<file path="config.mk">
export PLATFORM = sky130hd
export DESIGN_NAME = icon_size_selector
export DESIGN_NICKNAME = d
export VERILOG_FILES = /design/src/rtl/icss_pkg.sv /design/src/rtl/icon_size_selector.sv /design/src/rtl/icss_parse.sv /design/src/rtl/icss_best.sv
export SDC_FILE = /design/constraint.sdc
export NUM_CORES = 2
export LEC_CHECK = 0
export ABC_AREA = 1
export BUFFER_PORTS_ARGS = -buffer_cell sky130_fd_sc_hd__buf_2
export CAP_MARGIN = 0
export CORE_MARGIN = 10
export CORE_UTILIZATION = 65
export CTS_CLUSTER_SIZE = 25
export DETAILED_ROUTE_END_ITERATION = 16
export HOLD_SLACK_MARGIN = 0.06
export PLACE_DENSITY = 0.89
export RECOVER_POWER = 25
export SLEW_MARGIN = 20
export SYNTH_ARGS = -nofsm -noshare
export SYNTH_HDL_FRONTEND = slang
export SYNTH_SLANG_ARGS = --single-unit
</file>
<file path="constraint.sdc">
create_clock -name clk -period 26 [get_ports clk]
set_clock_uncertainty 0.05 [all_clocks]
set_input_delay 0 -clock clk [delete_from_list [all_inputs] [get_ports clk]]
set_output_delay 0 -clock clk [all_outputs]
set_load 0.02 [all_outputs]
</file>
<file path="src/rtl/icss_pkg.sv">
// Shared types and constants for the icon size selector.
package icss_pkg;

    localparam int WORD_W = 32;
    localparam int COUNT_W = 64;
    localparam int PREF_W = 16;
    localparam logic [PREF_W-1:0] PREF_RESET = 16'd16;

    // A completed candidate icon, as handed from the parser to the best-icon keeper.
    typedef struct packed {
        logic               judge;
        logic [WORD_W-1:0]  width;
        logic [WORD_W-1:0]  height;
        logic [WORD_W-1:0]  offset;
        logic [COUNT_W-1:0] count;
    } icss_cand_t;

    // The best icon so far.
    typedef struct packed {
        logic               found;
        logic [WORD_W-1:0]  width;
        logic [WORD_W-1:0]  height;
        logic [COUNT_W-1:0] count;
        logic [WORD_W-1:0]  offset;
    } icss_best_t;

endpackage

</file>
<file path="src/rtl/icon_size_selector.sv">
// Top level of the icon size selector: configuration, handshakes and result register.
//
// Usage: the words of a multi-icon property arrive on the s_ stream, one per
// transaction, with s_tlast on the final word. The preferred edge length is
// written on the cfg_ channel, which is always ready; write it while idle.
// The transaction carrying s_tlast produces one result on the m_ stream in
// the next cycle: m_tuser is the found flag and m_tdata holds width, height,
// pixel count and data offset, all zero when no icon was selected. Other
// words produce no result.
// Throughput is one word per cycle while s_tready is high; each word passes
// once through the parser and the best-icon compare into state registers,
// and a registered 32 x 32 multiplier forms the pixel count from the edges.
// The result register lets a new stream start while a result is pending;
// s_tready falls only while a result is held and m_tready is low.
// Reset clears the parse state and the pending result and sets the preferred
// size to 16.
module icon_size_selector
(
    input  logic         clk,
    input  logic         rst_n,
    input  logic         cfg_valid,
    output logic         cfg_ready,
    input  logic [15:0]  cfg_data,    // preferred_size
    input  logic         s_tvalid,
    output logic         s_tready,
    input  logic [31:0]  s_tdata,     // word
    input  logic         s_tlast,     // last
    output logic         m_tvalid,
    input  logic         m_tready,
    output logic [159:0] m_tdata,     // icon_width, icon_height, pixel_count, data_offset
    output logic         m_tuser      // found
);
    import icss_pkg::*;

    logic [PREF_W-1:0] pref_reg;
    logic              step;
    logic              exact_stop;
    icss_cand_t        cand;
    icss_best_t        best_next;
    logic              m_valid_reg;
    logic [159:0]      m_data_reg;
    logic              m_user_reg;

    assign cfg_ready = 1'b1;
    assign s_tready  = !m_valid_reg || m_tready;
    assign step      = s_tvalid && s_tready;

    always_ff @(posedge clk or negedge rst_n)
    begin
        if (!rst_n)
        begin
            pref_reg <= PREF_RESET;
        end
        else if (cfg_valid)
        begin
            pref_reg <= cfg_data;
        end
    end

    icss_parse u_parse
    (
        .clk        (clk),
        .rst_n      (rst_n),
        .step       (step),
        .word       (s_tdata),
        .last       (s_tlast),
        .exact_stop (exact_stop),
        .cand       (cand)
    );

    icss_best u_best
    (
        .clk        (clk),
        .rst_n      (rst_n),
        .step       (step),
        .last       (s_tlast),
        .pref       (pref_reg),
        .cand       (cand),
        .exact_stop (exact_stop),
        .best_next  (best_next)
    );

    always_ff @(posedge clk or negedge rst_n)
    begin
        if (!rst_n)
        begin
            m_valid_reg <= 1'b0;
        end
        else if (step && s_tlast)
        begin
            m_valid_reg <= 1'b1;
        end
        else if (m_tready)
        begin
            m_valid_reg <= 1'b0;
        end
    end

    always_ff @(posedge clk)
    begin
        if (step && s_tlast)
        begin
            m_user_reg <= best_next.found;
            m_data_reg <= {best_next.offset, best_next.count, best_next.height,
                           best_next.width};
        end
    end

    assign m_tvalid = m_valid_reg;
    assign m_tdata  = m_data_reg;
    assign m_tuser  = m_user_reg;

endmodule

</file>
<file path="src/rtl/icss_parse.sv">
// Stream parser: header words, pixel counting and candidate hand-off.
module icss_parse
(
    input  logic                       clk,
    input  logic                       rst_n,
    input  logic                       step,
    input  logic [icss_pkg::WORD_W-1:0] word,
    input  logic                       last,
    input  logic                       exact_stop,
    output icss_pkg::icss_cand_t       cand
);
    import icss_pkg::*;

    localparam logic [1:0] PH_WIDTH  = 2'd0;
    localparam logic [1:0] PH_HEIGHT = 2'd1;
    localparam logic [1:0] PH_PIXELS = 2'd2;

    logic [1:0]         phase_reg, phase_next;
    logic               stopped_reg, stopped_next;
    logic               first_reg, first_next;
    logic [WORD_W-1:0]  index_reg, index_next;
    logic [WORD_W-1:0]  cand_w_reg, cand_w_next;
    logic [WORD_W-1:0]  cand_h_reg, cand_h_next;
    logic [WORD_W-1:0]  cand_off_reg, cand_off_next;
    logic [COUNT_W-1:0] pix_reg, pix_next;
    logic [COUNT_W-1:0] prod_reg;
    logic [COUNT_W-1:0] pix_inc;
    logic               done;
    logic               judge;

    assign pix_inc = pix_reg + COUNT_W'(1);

    // The product register lags the registered height word, so the first
    // pixel word decides completion from the edges directly.
    always_comb
    begin
        if (first_reg)
        begin
            done = (cand_w_reg == WORD_W'(1)) && (cand_h_reg == WORD_W'(1));
        end
        else
        begin
            done = (pix_inc == prod_reg);
        end
    end

    always_comb
    begin
        phase_next    = phase_reg;
        stopped_next  = stopped_reg;
        first_next    = first_reg;
        cand_w_next   = cand_w_reg;
        cand_h_next   = cand_h_reg;
        cand_off_next = cand_off_reg;
        pix_next      = pix_reg;
        index_next    = index_reg + WORD_W'(1);
        judge         = 1'b0;
        if (!stopped_reg)
        begin
            case (phase_reg)
                PH_WIDTH:
                begin
                    if (word == '0)
                    begin
                        stopped_next = 1'b1;
                    end
                    else
                    begin
                        cand_w_next = word;
                        phase_next  = PH_HEIGHT;
                    end
                end
                PH_HEIGHT:
                begin
                    if (word == '0)
                    begin
                        stopped_next = 1'b1;
                    end
                    else
                    begin
                        cand_h_next   = word;
                        cand_off_next = index_reg + WORD_W'(1);
                        pix_next      = '0;
                        first_next    = 1'b1;
                        phase_next    = PH_PIXELS;
                    end
                end
                PH_PIXELS:
                begin
                    first_next = 1'b0;
                    if (done)
                    begin
                        phase_next = PH_WIDTH;
                        judge = step;
                        stopped_next = exact_stop;
                    end
                    else
                    begin
                        pix_next = pix_inc;
                    end
                end
                default:
                begin
                    phase_next = PH_WIDTH;
                end
            endcase
        end
    end

    assign cand = {judge, cand_w_reg, cand_h_reg, cand_off_reg,
                   first_reg ? COUNT_W'(1) : prod_reg};

    always_ff @(posedge clk or negedge rst_n)
    begin
        if (!rst_n)
        begin
            phase_reg    <= PH_WIDTH;
            stopped_reg  <= 1'b0;
            first_reg    <= 1'b0;
            index_reg    <= '0;
            cand_w_reg   <= '0;
            cand_h_reg   <= '0;
            cand_off_reg <= '0;
            pix_reg      <= '0;
        end
        else if (step)
        begin
            if (last)
            begin
                phase_reg    <= PH_WIDTH;
                stopped_reg  <= 1'b0;
                first_reg    <= 1'b0;
                index_reg    <= '0;
                cand_w_reg   <= '0;
                cand_h_reg   <= '0;
                cand_off_reg <= '0;
                pix_reg      <= '0;
            end
            else
            begin
                phase_reg    <= phase_next;
                stopped_reg  <= stopped_next;
                first_reg    <= first_next;
                index_reg    <= index_next;
                cand_w_reg   <= cand_w_next;
                cand_h_reg   <= cand_h_next;
                cand_off_reg <= cand_off_next;
                pix_reg      <= pix_next;
            end
        end
    end

    // Registered 32 x 32 multiplier; its inputs hold steady through the pixel words.
    always_ff @(posedge clk)
    begin
        prod_reg <= COUNT_W'(cand_w_reg) * COUNT_W'(cand_h_reg);
    end

endmodule

</file>
<file path="src/rtl/icss_best.sv">
// Best-icon keeper: judges each complete candidate against the current best.
module icss_best
(
    input  logic                        clk,
    input  logic                        rst_n,
    input  logic                        step,
    input  logic                        last,
    input  logic [icss_pkg::PREF_W-1:0] pref,
    input  icss_pkg::icss_cand_t        cand,
    output logic                        exact_stop,
    output icss_pkg::icss_best_t        best_next
);
    import icss_pkg::*;

    icss_best_t        best_reg;
    logic [WORD_W-1:0] p;
    logic              big_enough;
    logic              smaller;
    logic              larger;
    logic              best_short;
    logic              take;

    assign p          = WORD_W'(pref);
    assign big_enough = (cand.width >= p) && (cand.height >= p);
    assign smaller    = (cand.width < best_reg.width) || (cand.height < best_reg.height);
    assign larger     = (cand.width > best_reg.width) || (cand.height > best_reg.height);
    assign best_short = (best_reg.width < p) || (best_reg.height < p);
    assign take       = !best_reg.found || (big_enough && (smaller || best_short))
                        || (!big_enough && best_short && larger);

    always_comb
    begin
        best_next = best_reg;
        if (cand.judge && take)
        begin
            best_next.found  = 1'b1;
            best_next.width  = cand.width;
            best_next.height = cand.height;
            best_next.count  = cand.count;
            best_next.offset = cand.offset;
        end
    end

    assign exact_stop = (best_next.width == p) && (best_next.height == p);

    always_ff @(posedge clk or negedge rst_n)
    begin
        if (!rst_n)
        begin
            best_reg <= '0;
        end
        else if (step)
        begin
            if (last)
            begin
                best_reg <= '0;
            end
            else
            begin
                best_reg <= best_next;
            end
        end
    end

endmodule

</file>
Yosys cells after proc, flatten, opt, wreduce, memory -nomap -nowiden
Cells that the tools add are included.

storage, ports and cells
  memory bits (writable) = 0
  flip-flop bits (word level) = 599
  memories kept = 0
  latch bits = 0
  word-level logic and storage cells = 114
  memory bits (read-only) = 0
  output and inout bits = 164

operators by class
  equal/unequal tests = 13
  order comparisons = 8
  multiply operators = 1
  $add $sub $neg = 2
  divide/modulo/power cells = 0
  reductions and logical operators = 31
  bitwise operators = 0
  multiplexer cells = 41
  shifts and indexed selects = 0

operators by type and width
  cell                                                                     count
  32-bit two-way mux                                                       12
  161-bit two-way mux                                                      2
  64-bit two-way mux                                                       5
  64-bit one-hot mux with 2 select lines                                   1
  64-bit by 1-bit adder with 64-bit output (second input constant)         1
  32-bit by 1-bit equality test with 1-bit output (second input constant)  2
  32-bit by 16-bit equality test with 1-bit output                         2
  64-bit equality test                                                     1
  32-bit by 16-bit >= comparator with 1-bit output                         2
  32-bit > comparator                                                      2
  32-bit by 16-bit less-than comparator with 1-bit output                  2
  32-bit less-than comparator                                              2
  32-bit by 32-bit multiplier with 64-bit output                           1
  32-bit by 1-bit adder with 32-bit output (second input constant)         1
  32-bit logical NOT                                                       1
  1-bit two-way mux                                                        13
  4-bit AND reduction                                                      3
  2-bit two-way mux                                                        5
  5-bit AND reduction                                                      2
  1-bit logical AND                                                        9
  3-bit inequality test (second input constant)                            3
  1-bit logical OR                                                         7
  2-bit one-hot mux with 3 select lines                                    1
  2-bit nonzero test                                                       3
  other kinds (9)                                                          13

Logic depth before layout (Yosys ltp)
  depth in word-level cells = 14
  mapped depth = 35
  mapped depth without buffers = 33

Modules after synthesis
A second synthesis with hierarchy kept.

second synthesis, totals
  cell total of the unflattened synthesis = 8674
  area total of the unflattened synthesis = 67089.3 µm²

modules (own cells, without submodules)
  module              instances  cells an instance  area an instance (µm²)
  icss_parse          1          6673               49437.4
  icss_best           1          1762               12099.1
  icon_size_selector  1          239                5552.8

Worst setup path before layout
No wires, ideal clock.

  path kind = register to register
  start = reg m_valid_reg, in the netlist m_tvalid
  end = reg u_parse.cand_off_reg[14]
  path buffers = 3
  data required time = 25.867 ns
  path slack = 16.327 ns
  clock period less this slack = 9.673 ns
  data arrival time = 9.541 ns
  stages on the path, launching flop included = 11
  cell sequence = dfrtp_1 > nand2_1 > nand2_1 > clkbuf_1 > nor2_1 > inv_1 > o21ai_1 > clkbuf_1 > buf_1 > nand2_1 > o21ai_0

between the ends
  word-level cells in the longest chain between the ends = 4

RTL lines
  what                           RTL line                  text
  start: declaration             icon_size_selector.sv:40  logic m_valid_reg;
  start signal: assignment       icon_size_selector.sv:87  m_valid_reg <= 1'b0;
  start signal: assignment       icon_size_selector.sv:91  m_valid_reg <= 1'b1;
  start signal: assignment       icon_size_selector.sv:95  m_valid_reg <= 1'b0;
  1-bit logical NOT              icon_size_selector.sv:45  assign s_tready = !m_valid_reg || m_tready;
  1-bit logical OR               icon_size_selector.sv:45
  named net s_tready             icon_size_selector.sv:25  output logic s_tready,
  1-bit logical AND              icon_size_selector.sv:46  assign step = s_tvalid && s_tready;
  4-bit AND reduction (no line)  --
  end signal: assignment         icss_parse.sv:147         cand_off_reg <= cand_off_next;
  end: declaration               icss_parse.sv:24          logic [WORD_W-1:0] cand_off_reg, cand_off_next;

The timed path passes the listed nets, and every way through them passes these cells.
A chain may end at the register's enable or synchronous reset.

Final worst setup path
  start = reg u_parse.cand_w_reg[0]
  end = reg u_parse.prod_reg[61]

between the ends
  word-level cells in the longest chain between the ends = 1

RTL lines
  what                                            RTL line           text
  start: declaration                              icss_parse.sv:22   logic [WORD_W-1:0] cand_w_reg, cand_w_next;
  start signal: assignment                        icss_parse.sv:145  cand_w_reg <= cand_w_next;
  32-bit by 32-bit multiplier with 64-bit output  icss_parse.sv:156  prod_reg <= COUNT_W'(cand_w_reg) * COUNT_W'(cand_h_reg);
  end signal: assignment                          icss_parse.sv:156
  end: declaration                                icss_parse.sv:26   logic [COUNT_W-1:0] prod_reg;

No other way between the ends.

==> run metrics <==
run status=finished, violations left; failing checks=max-capacitance violations, max-slew violations; crit end category=flip-flop; CP delay by family, top=adder cells; post-CTS sizing=0; startpoint types=flip-flop; Initial Utilization=65.5%; Bufs and invs on worst path=4; Layout Area Growth over Synthesis=7.36%; WP data required=26510 ps; root buf cell=clkbuf_16; CTS tree=done; top cells by area, synth=fa_1 (27%), dfrtp_1 (14%), nand2_1 (13%), inv_1 (11%), ha_1 (7.5%); GRT Resource Usage Total=37.5%; Initial DRC Count=7003; Die X=338 um; deepest clock path buffer count=3; Wirelength per Cell=21.6 um; Clk pwr share=13.8%; Synth async-reset ratio=62.4%; CTS buffer count=66; Post-Syn Instances=8376; core area=100000 um2; CTS Hold Bufs=97; NetSw=3780 uW; fin cells=9801; DP HPWL=157000 um; top-count cell post-synth=nand2_1; Fin Hold WS=123 ps; critical path's most frequent cell=ha_1; Achievable Freq=103 MHz; Slew headroom=-425%; sequential fraction of the synthesis area=23.6%; final setup violating endpoints=0; Synth Flop Type=dfrtp_1; io pins=218; worst-path fanout max=32; vias in the first global route=61100; setup_tns=0 ps; dpl cells=9573; Reg clk slew, reported paths=70 ps; Slew @ Worst Pin=7880 ps; Design Area, Final=70400 um2; sequential power share=17.8%; Yosys Warn Count=0; # fillers=7416; Hold Vio Cnt, Final=0; gr ovfl total=0; port buffer count=216; area occupied by multi-input gates=41000 um2; layout net count=9781; Core Rows=116; synthesized area per cell=7.83 um2; utilization after layout=70.3%; ratio of final minimum period to clock period=37.3%; max FFs per register=161; Net Sw Frac=53.7%; share of the synthesized area in the top cell type=27.4%; via/cell ratio=5.97; worst path arrival time=10200 ps; Min-Delay Path Class=input port to flip-flop; post-route ant nets=0; fraction of final layout cells sized beyond drive strength 1=3.61%; Pleak=0.0385 uW; combinational power share=68.4%; Placer Congestion=1.04; Netlist Area Pre-Place=65600 um2; Synth Register Bits=599; first-pass GRT wire length=331000 um; Register Area=15500 um2; most instantiated cells after synthesis=nand2_1 (2337), inv_1 (1993), fa_1 (896); drt drc=0; drt pass-1 iters=9; Num Clock Sinks=599; initial antenna violation count=10; cell area power density=100 nW/um2; placed standard-cell area=67400 um2; Mapped Nets=9717; H-tree levels=3; minimum clock period=9690 ps; P_int=3260 uW; Slowest cell on crit path=clkbuf_1; Slew Viols, Final=333; Routed WL=211000 um; Post-synth EDFFs=161; slowest stage delay, CP=1790 ps; post-CTS setup buffer count=0; full die area=114000 um2; Peak supply drop=0.000195 V; clk_lat worst skew=680 ps; Vias=58500; synth unique cells=54; Synth area leader=fa_1; largest net degree at the start of global routing=137; RSZ-0062 raised after global routing=false; CP Class=flip-flop to flip-flop; # Max-Cap Violations=4; Die Y=338 um
-- cells by family after synthesis --
kind of cell               count (synthesis)  synth area share (%)
xor gates and xnor gates                  72                  1.07
muxes                                      1                0.0153
AOI/OAI and AO/OA                        751                  6.39
adders and majority gates               1287                  34.8
DFF                                      599                  23.6
buffers and inverters                   2410                  13.9
and+or+nand+nor                         3255                  20.2
other                                      1               0.00572
-- stage by stage --
step,worst slack [ps],power [uW]
floorplan,16330,4200
global placement,17500,5630
detailed placement,17030,5810
CTS,17010,6820
global route,15690,7450
finish,16310,7040
-- layout by cell type, fill, tap and decap left out, types with 9 or more instances in the layout --
cell	n
o31ai_1	47
o21a_1	29
fa_1	896
nand3b_1	12
nor4_1	26
buf_2	52
dlygate4sd3_1	96
clkinv_2	9
nor2_4	15
nor2_2	12
nand4_1	90
dfrtp_2	9
nor2_1	365
dfxtp_1	64
o21ai_1	26
ha_1	391
buf_4	84
nor3_1	16
clkbuf_1	185
clkinv_1	12
nand2_1	2335
xnor2_1	23
dfrtp_1	364
xor2_1	44
a31oi_1	31
o21ai_0	348
clkbuf_16	66
edfxtp_1	161
o22ai_1	78
a21boi_0	12
nand3_1	359
diode_2	9
nand2_2	10
a21oi_1	154
inv_1	1992
-- cell type report --
cell class	instances	area share, %
multi-input cells	5367	58.3
flip-flops and latches	599	22.0
inverters	2006	10.7
repair buffers	400	3.53
clock buffers	86	2.50
well taps	1298	2.31
clock inverters	36	0.635
diodes	9	0.0320
-- power groups by stage --
stage,Sequential [uW],Combinational (uW),Clock (uW)
floorplan,1160,3040,0
global placement,1250,4370,0
detailed placement,1260,4550,0
CTS,1240,4610,974
global route,1250,5190,1010
finish,1250,4810,972
-- worst paths after layout --
kind                                       start                      to  slack, ps  cells past startpoint
max in group asynchronous                  rst_n     u_parse.pix_reg[58]      17090                      4
hold / removal                         cfg_valid             pref_reg[8]        120                      2
min in group asynchronous                  rst_n  u_parse.cand_h_reg[11]        640                      3
setup reg to reg           u_parse.cand_w_reg[0]    u_parse.prod_reg[61]      16310                     29
hold reg to reg              u_best.best_reg[76]     u_best.best_reg[76]        430                      2
setup / recovery           u_parse.cand_w_reg[0]    u_parse.prod_reg[61]      16310                     29
-- routing by layer --
metal	wire, um	part of all wire, %	track usage, %
met1	73200	35	45.0
met2	95700	45	59.6
met3	26900	13	10.5
met4	15600	7.4	23.0
met5	48	0.023	0
Note: power is estimated with default switching activity, not from simulation.
